**config.mk**
```make
export PLATFORM = sky130hd
export DESIGN_NAME = sas_ctrl
export DESIGN_NICKNAME = d
export VERILOG_FILES = /design/src/rtl/core/sas_pkg.sv /design/src/rtl/core/sas_ctrl.sv
export SDC_FILE = /design/constraint.sdc
export NUM_CORES = 1
export LEC_CHECK = 0
export ABC_CLOCK_PERIOD_IN_PS = 2900
export BUFFER_PORTS_ARGS = -buffer_cell sky130_fd_sc_hd__buf_2
export CAP_MARGIN = 0
export CORE_AREA = 2 2 39 41
export DETAILED_ROUTE_END_ITERATION = 8
export DIE_AREA = 0 0 41 43
export SYNTH_ARGS = -nofsm -noshare
export SYNTH_HDL_FRONTEND = slang
export SYNTH_SLANG_ARGS = --single-unit
```
**constraint.sdc**
```tcl
create_clock -name clock -period 2.9 [get_ports clock]
set_input_delay 0.145 -clock clock [delete_from_list [all_inputs] [get_ports clock]]
set_output_delay 0.145 -clock clock [all_outputs]
set_load 0.01 [all_outputs]
```
**src/rtl/core/sas_pkg.sv**
```systemverilog
// shared types, constants and compare helper for the sorted array store
`default_nettype none

package sas_pkg;

   localparam int unsigned DEPTH  = 1024;
   localparam int unsigned ELEM_W = 32;
   localparam int unsigned IDX_W  = $clog2(DEPTH);
   localparam int unsigned CNT_W  = IDX_W + 1;
   localparam int unsigned ACT_W  = 3;
   localparam int unsigned STAT_W = 2;

   typedef enum logic [ACT_W-1:0] {
      ACT_PUSH  = 3'd0,
      ACT_POP   = 3'd1,
      ACT_READ  = 3'd2,
      ACT_SWAP  = 3'd3,
      ACT_LOWER = 3'd4,
      ACT_UPPER = 3'd5,
      ACT_EXACT = 3'd6
   } action_type;

   typedef enum logic [STAT_W-1:0] {
      STAT_OK   = 2'd0,
      STAT_ERR  = 2'd1,
      STAT_FULL = 2'd2
   } status_type;

   typedef enum logic [2:0] {
      ST_IDLE,
      ST_EXEC,
      ST_MEM,
      ST_PROBE,
      ST_STEP,
      ST_CHECK,
      ST_DONE
   } state_type;

   typedef enum logic [3:0] {
      OP_IDLE,
      OP_LOAD,
      OP_PUSH,
      OP_FULL,
      OP_FAIL,
      OP_RD_LAST,
      OP_RD_INDEX,
      OP_TAKE,
      OP_SRCH_INIT,
      OP_RD_MID,
      OP_STEP,
      OP_RD_FIRST,
      OP_POS_FIRST,
      OP_POS_CHECK
   } dp_op_type;

   typedef struct packed {
      dp_op_type op;
      logic      out_load;
   } ctrl_cmd_type;

   typedef struct packed {
      action_type act;
      logic       empty;
      logic       full;
      logic       idx_oob;
      logic       len_zero;
      logic       first_valid;
   } dp_stat_type;

   // a below b, unsigned or two's complement
   function automatic logic less_than(input logic [ELEM_W-1:0] a,
                                      input logic [ELEM_W-1:0] b,
                                      input logic              signed_mode);
      logic [ELEM_W-1:0] flip;
      flip = {signed_mode, {(ELEM_W-1){1'b0}}};
      return (a ^ flip) < (b ^ flip);
   endfunction

endpackage

`default_nettype wire

```
**src/rtl/core/sas_ctrl.sv**
```systemverilog
// controller: sequences one item through the datapath and owns the result handshake
`default_nettype none

module sas_ctrl (
   input  wire logic                  clock,
   input  wire logic                  reset,
   input  wire logic                  req_valid,
   output logic                       req_ready,
   output logic                       rsp_valid,
   input  wire logic                  rsp_ready,
   input  wire sas_pkg::dp_stat_type  stat,
   output sas_pkg::ctrl_cmd_type      cmd
);

   sas_pkg::state_type state_ff, state_in;
   logic               rsp_valid_ff, rsp_valid_in;
   logic               out_free;
   logic               is_exact;

   assign out_free = !rsp_valid_ff || rsp_ready;
   assign is_exact = (stat.act == sas_pkg::ACT_EXACT);

   // next state
   always_comb begin
      state_in = state_ff;
      case (state_ff)
         sas_pkg::ST_IDLE: if (req_valid) state_in = sas_pkg::ST_EXEC;
         sas_pkg::ST_EXEC: begin
            case (stat.act)
               sas_pkg::ACT_PUSH: state_in = sas_pkg::ST_DONE;
               sas_pkg::ACT_POP:
                  state_in = stat.empty ? sas_pkg::ST_DONE : sas_pkg::ST_MEM;
               sas_pkg::ACT_READ, sas_pkg::ACT_SWAP:
                  state_in = stat.idx_oob ? sas_pkg::ST_DONE : sas_pkg::ST_MEM;
               sas_pkg::ACT_LOWER, sas_pkg::ACT_UPPER, sas_pkg::ACT_EXACT:
                  state_in = sas_pkg::ST_PROBE;
               default: state_in = sas_pkg::ST_DONE;
            endcase
         end
         sas_pkg::ST_MEM: state_in = sas_pkg::ST_DONE;
         sas_pkg::ST_PROBE: begin
            if (!stat.len_zero) begin
               state_in = sas_pkg::ST_STEP;
            end else if (is_exact && stat.first_valid) begin
               state_in = sas_pkg::ST_CHECK;
            end else begin
               state_in = sas_pkg::ST_DONE;
            end
         end
         sas_pkg::ST_STEP:  state_in = sas_pkg::ST_PROBE;
         sas_pkg::ST_CHECK: state_in = sas_pkg::ST_DONE;
         sas_pkg::ST_DONE:  if (out_free) state_in = sas_pkg::ST_IDLE;
         default: state_in = sas_pkg::ST_IDLE;
      endcase
   end

   // outputs
   always_comb begin
      req_ready    = 1'b0;
      cmd.op       = sas_pkg::OP_IDLE;
      cmd.out_load = 1'b0;
      case (state_ff)
         sas_pkg::ST_IDLE: begin
            req_ready = 1'b1;
            if (req_valid) cmd.op = sas_pkg::OP_LOAD;
         end
         sas_pkg::ST_EXEC: begin
            case (stat.act)
               sas_pkg::ACT_PUSH:
                  cmd.op = stat.full ? sas_pkg::OP_FULL : sas_pkg::OP_PUSH;
               sas_pkg::ACT_POP:
                  cmd.op = stat.empty ? sas_pkg::OP_FAIL : sas_pkg::OP_RD_LAST;
               sas_pkg::ACT_READ:
                  cmd.op = stat.idx_oob ? sas_pkg::OP_FAIL : sas_pkg::OP_RD_INDEX;
               sas_pkg::ACT_SWAP:
                  cmd.op = stat.idx_oob ? sas_pkg::OP_FAIL : sas_pkg::OP_RD_LAST;
               sas_pkg::ACT_LOWER, sas_pkg::ACT_UPPER, sas_pkg::ACT_EXACT:
                  cmd.op = sas_pkg::OP_SRCH_INIT;
               default: cmd.op = sas_pkg::OP_FAIL;
            endcase
         end
         sas_pkg::ST_MEM: cmd.op = sas_pkg::OP_TAKE;
         sas_pkg::ST_PROBE: begin
            if (!stat.len_zero) begin
               cmd.op = sas_pkg::OP_RD_MID;
            end else if (is_exact && stat.first_valid) begin
               cmd.op = sas_pkg::OP_RD_FIRST;
            end else begin
               cmd.op = sas_pkg::OP_POS_FIRST;
            end
         end
         sas_pkg::ST_STEP:  cmd.op = sas_pkg::OP_STEP;
         sas_pkg::ST_CHECK: cmd.op = sas_pkg::OP_POS_CHECK;
         sas_pkg::ST_DONE:  cmd.out_load = out_free;
         default: ;
      endcase
   end

   always_comb begin
      if (cmd.out_load) begin
         rsp_valid_in = 1'b1;
      end else if (rsp_ready) begin
         rsp_valid_in = 1'b0;
      end else begin
         rsp_valid_in = rsp_valid_ff;
      end
   end

   always_ff @(posedge clock) begin
      if (reset) begin
         state_ff     <= sas_pkg::ST_IDLE;
         rsp_valid_ff <= 1'b0;
      end else begin
         state_ff     <= state_in;
         rsp_valid_ff <= rsp_valid_in;
      end
   end

   assign rsp_valid = rsp_valid_ff;

endmodule

`default_nettype wire
```
After elaboration in Yosys (flattened, before gate mapping):

Index checks and enable logic that the tools add are counted.

* equal/unequal tests: 14
* mux-type cells: 21
* reductions and logical operators: 10

Operators with widths (count)
* case mux 4 bit (6 select lines): 1
* case mux 4 bit (5 select lines): 1
* equality test 3 bit, second input constant: 6
* 2-to-1 mux 3 bit: 6
* case mux 3 bit (6 select lines): 1
* equality test 3 x 2 -> 1 bit, second input constant: 4
* case mux 3 bit (3 select lines): 1
* 2-to-1 mux 1 bit: 8
* equality test 3 x 1 -> 1 bit, second input constant: 2
* zero test 3 bit: 2
* 2-to-1 mux 2 bit: 3
* inequality test 2 bit, second input constant: 2
* OR reduction 2 bit: 2
* OR reduction 3 bit: 1
* AND reduction 2 bit: 1
* nonzero test 2 bit: 1
* logical AND 1 bit: 1
* zero test 1 bit: 1
* logical OR 1 bit: 1

* flip-flop bits (word level): 4
* logic and storage cells: 47
* input port bits: 12
* output and inout bits: 7

Depth between registers and ports, before layout:

* word-level depth: 5
* depth in mapped cells: 5
* mapped depth without buffers: 4

Worst setup path before layout:

OpenSTA, ideal clock, no wires.

* path type: register -> output
* from: register state_ff[1]
* to: output cmd[1] (netlist bit)
* arrival time: 1.177 ns
* data required time: 2.755 ns
* stages on the path, launching flop included: 4
* path slack: 1.578 ns
* buffers on the path: 2
* path through: dfxtp_1 > clkbuf_2 > clkbuf_1 > o41ai_1

RTL lines
* from (decl): line sas_ctrl.sv:15 `sas_pkg::state_type state_ff, state_in;`
* from (signal assigned): line sas_ctrl.sv:111 `state_ff <= sas_pkg::ST_IDLE;`
* from (signal assigned): line sas_ctrl.sv:114 `state_ff <= state_in;`
* to (decl): line sas_ctrl.sv:12 `output sas_pkg::ctrl_cmd_type cmd`

==> impl_metrics.py <==
metrics = {
    "synth": {
        "syn_area_um2": 420,
        "synth.distinct_cells": 32,
        "avgSynthCellArea_um2": 7.38,
        "ys_warn_count": 0,
        "synth-seq-cells": 4,
        "async_flop_share_pct": 0,
        "synth_ff_type": "dfxtp_1",
        "syn_inst": 57,
        "synth_nets": 69,
        "yosysSeqAreaShare_pct": 19.0,
        "synth_edf_count": 0,
    },
    "cts": {
        "cts_sinks": 4,
        "htree_levels": 1,
        "cts_buffers": 3,
        "cts_resized": 0,
        "cts_setup_buffers": 0,
        "hold_buffers": 0,
        "cts_tree": "done",
        "clock_path_buffers": 2,
        "cts-root-buf": "clkbuf_4",
        "insertion_delay_ps": 240,
        "path_clk_slew_ps": 40,
    },
    "worst_setup_path": {
        "crit_family": "flip-flops",
        "required_ps": 2760,
        "cp_num_buf_inv": 1,
        "end_kind": "output port",
        "cp_cell_sequence": "nor2b_1 -> a31oi_1 -> o41ai_1 -> buf_2",
        "slowest_stage": "dfxtp_1",
        "worst-setup-path-type": "reg -> out",
        "arrival_ps": 1630,
        "slowest_delay_ps": 640,
        "crit_fanout": 17,
        "start_kind": "flip-flop",
    },
    "power": {
        "fin_total_pwr_uw": 440,
        "ir_drop_uv": 203,
        "powerDensity_nw_per_um2": 843,
        "total_leakage_power_uw": 0.000221,
    },
    "drt": {
        "num_vias": 502,
        "wl_per_cell_um": 11.5,
        "drtIter0Drc": 12,
        "route.detailed.drc": 0,
        "drt_wl_total_um": 1010,
        "ant_nets": 0,
        "drt_pre_antenna_iters": 4,
        "vias_per_cell": 5.70,
    },
    "sta": {
        "tns_ps": 0,
        "relSlewSlack_pct": 64.9,
        "max_freq_mhz": 563,
        "drv_slew": 0,
        "finalHoldViolCount": 0,
        "clock_skew_ps": 5.49,
        "rsz0062_at_grt": "false",
        "period_needed_ps": 1770,
        "finalCritPeriodShare_pct": 61.2,
        "worst_pin_slew_ps": 525,
        "setup_viol": 0,
    },
    "global_routing": {
        "grt_pass1_wl_um": 1680,
        "grt_usage_pct": 13.3,
        "grt_max_degree": 18,
        "antenna_found_initial": 0,
        "grt_overflow_total": 0,
        "grt_pass1_vias": 429,
    },
    "layout": {
        "diodes": 0,
        "final_net_count": 86,
        "mostFrequentLayoutCell": "buf_2",
        "final_core_util_pct": 37.7,
        "fill_cells": 155,
        "areaGrowthSynthToFinish_pct": 24.1,
        "drive_gt1_share_pct": 31.9,
        "final_cell_mix": "18 x buf_2, 4 x nand2_1, 4 x a21oi_1, 4 x dfxtp_1",
    },
    "placed_design": {
        "dp.final_hpwl_um": 752,
        "gp_congestion": 0.762,
        "portBuffers": 18,
    },
    "die": {
        "num_rows": 14,
        "die_h_um": 43,
        "initial_core_util_pct": 30.4,
        "dieArea_um2": 1760,
        "core_area_um2": 1380,
        "pin_count": 19,
        "die_w_um": 41,
    },
    "worst_hold_path": {
        "hold_class": "in -> reg",
    },
    "flow_run": {
        "cap_viol_max_count": 0,
    },
    "status": {
        "status": "finished clean",
    },
}
[power by group]
group          internal [µW]  switching [µW]
Sequential              74.2            67.7
Combinational            119             110
Clock                   46.3            22.6
[registers in the layout, summed over array words and instances (netlist names)]
register   flops
state_ff       3
rsp_valid      1
[worst paths after layout]
path | startpoint | to | slack (ps) | cells after the start
setup / recovery | state_ff[1] | cmd[1] | 1130 | 4
hold reg to reg | rsp_valid | rsp_valid | 550 | 2
setup reg to reg | state_ff[1] | state_ff[0] | 1390 | 3
hold / removal | reset | rsp_valid | 130 | 2
[metrics by stage]
| stage | hold slack, ps | setup slack, ps | std cells | cell area, µm² |
|---|---|---|---|---|
| finish | 134 | 1130 | 88 | 522 |
| global route | 125 | 906 | 88 | 522 |
| CTS | 117 | 1120 | 88 | 522 |
| detailed placement | 374 | 1390 | 85 | 499 |
| global placement | 370 | 1410 | 85 | 499 |
| floorplan | 214 | 1580 | 57 | 420 |
[logic make-up (layout without fill, tap and decap cells)]
family	Yosys count	in the layout	share of synthesized area, %
buffers and inverters	7	22	8.33
flip-flops	4	4	19.0
AO/OA/AOI/OAI	21	21	34.2
XOR/XNOR	1	1	2.08
AND/OR/NAND/NOR	24	24	36.3
[per-layer routing]
layer  track usage (%)  vias up  routed length (µm)
met1              17.5      230                 470
met4              4.00        0                   0
met3              3.14        0                  84
met2              20.6       18                 457
met5                 0        -                   0
li1                  -      254                   -
[Yosys cell counts, drive strengths merged, types with 2 or more instances]
cell type  n  area (µm²)
nand2      5        21.3
a21oi      4        20.0
clkbuf     4        16.3
dfxtp      4        80.1
o21ai      4        20.0
nand2b     3        18.8
nand3b     3        22.5
nor2b      3        18.8
a21o       2        15.0
a31oi      2        12.5
a32oi      2        17.5
buf        2        15.0
nand4      2        12.5
nor2       2        7.51
[area by class of cell]
cell class,count,area [µm²],area share [%]
multi-input combinational,46,305,58.5
inverter,1,3.75,0.719
timing repair buffer,18,90.1,17.3
sequential,4,80.1,15.3
tap,16,20.0,3.84
clock buffer,3,22.5,4.32
No activity file was read; power rests on OpenSTA's default activity.
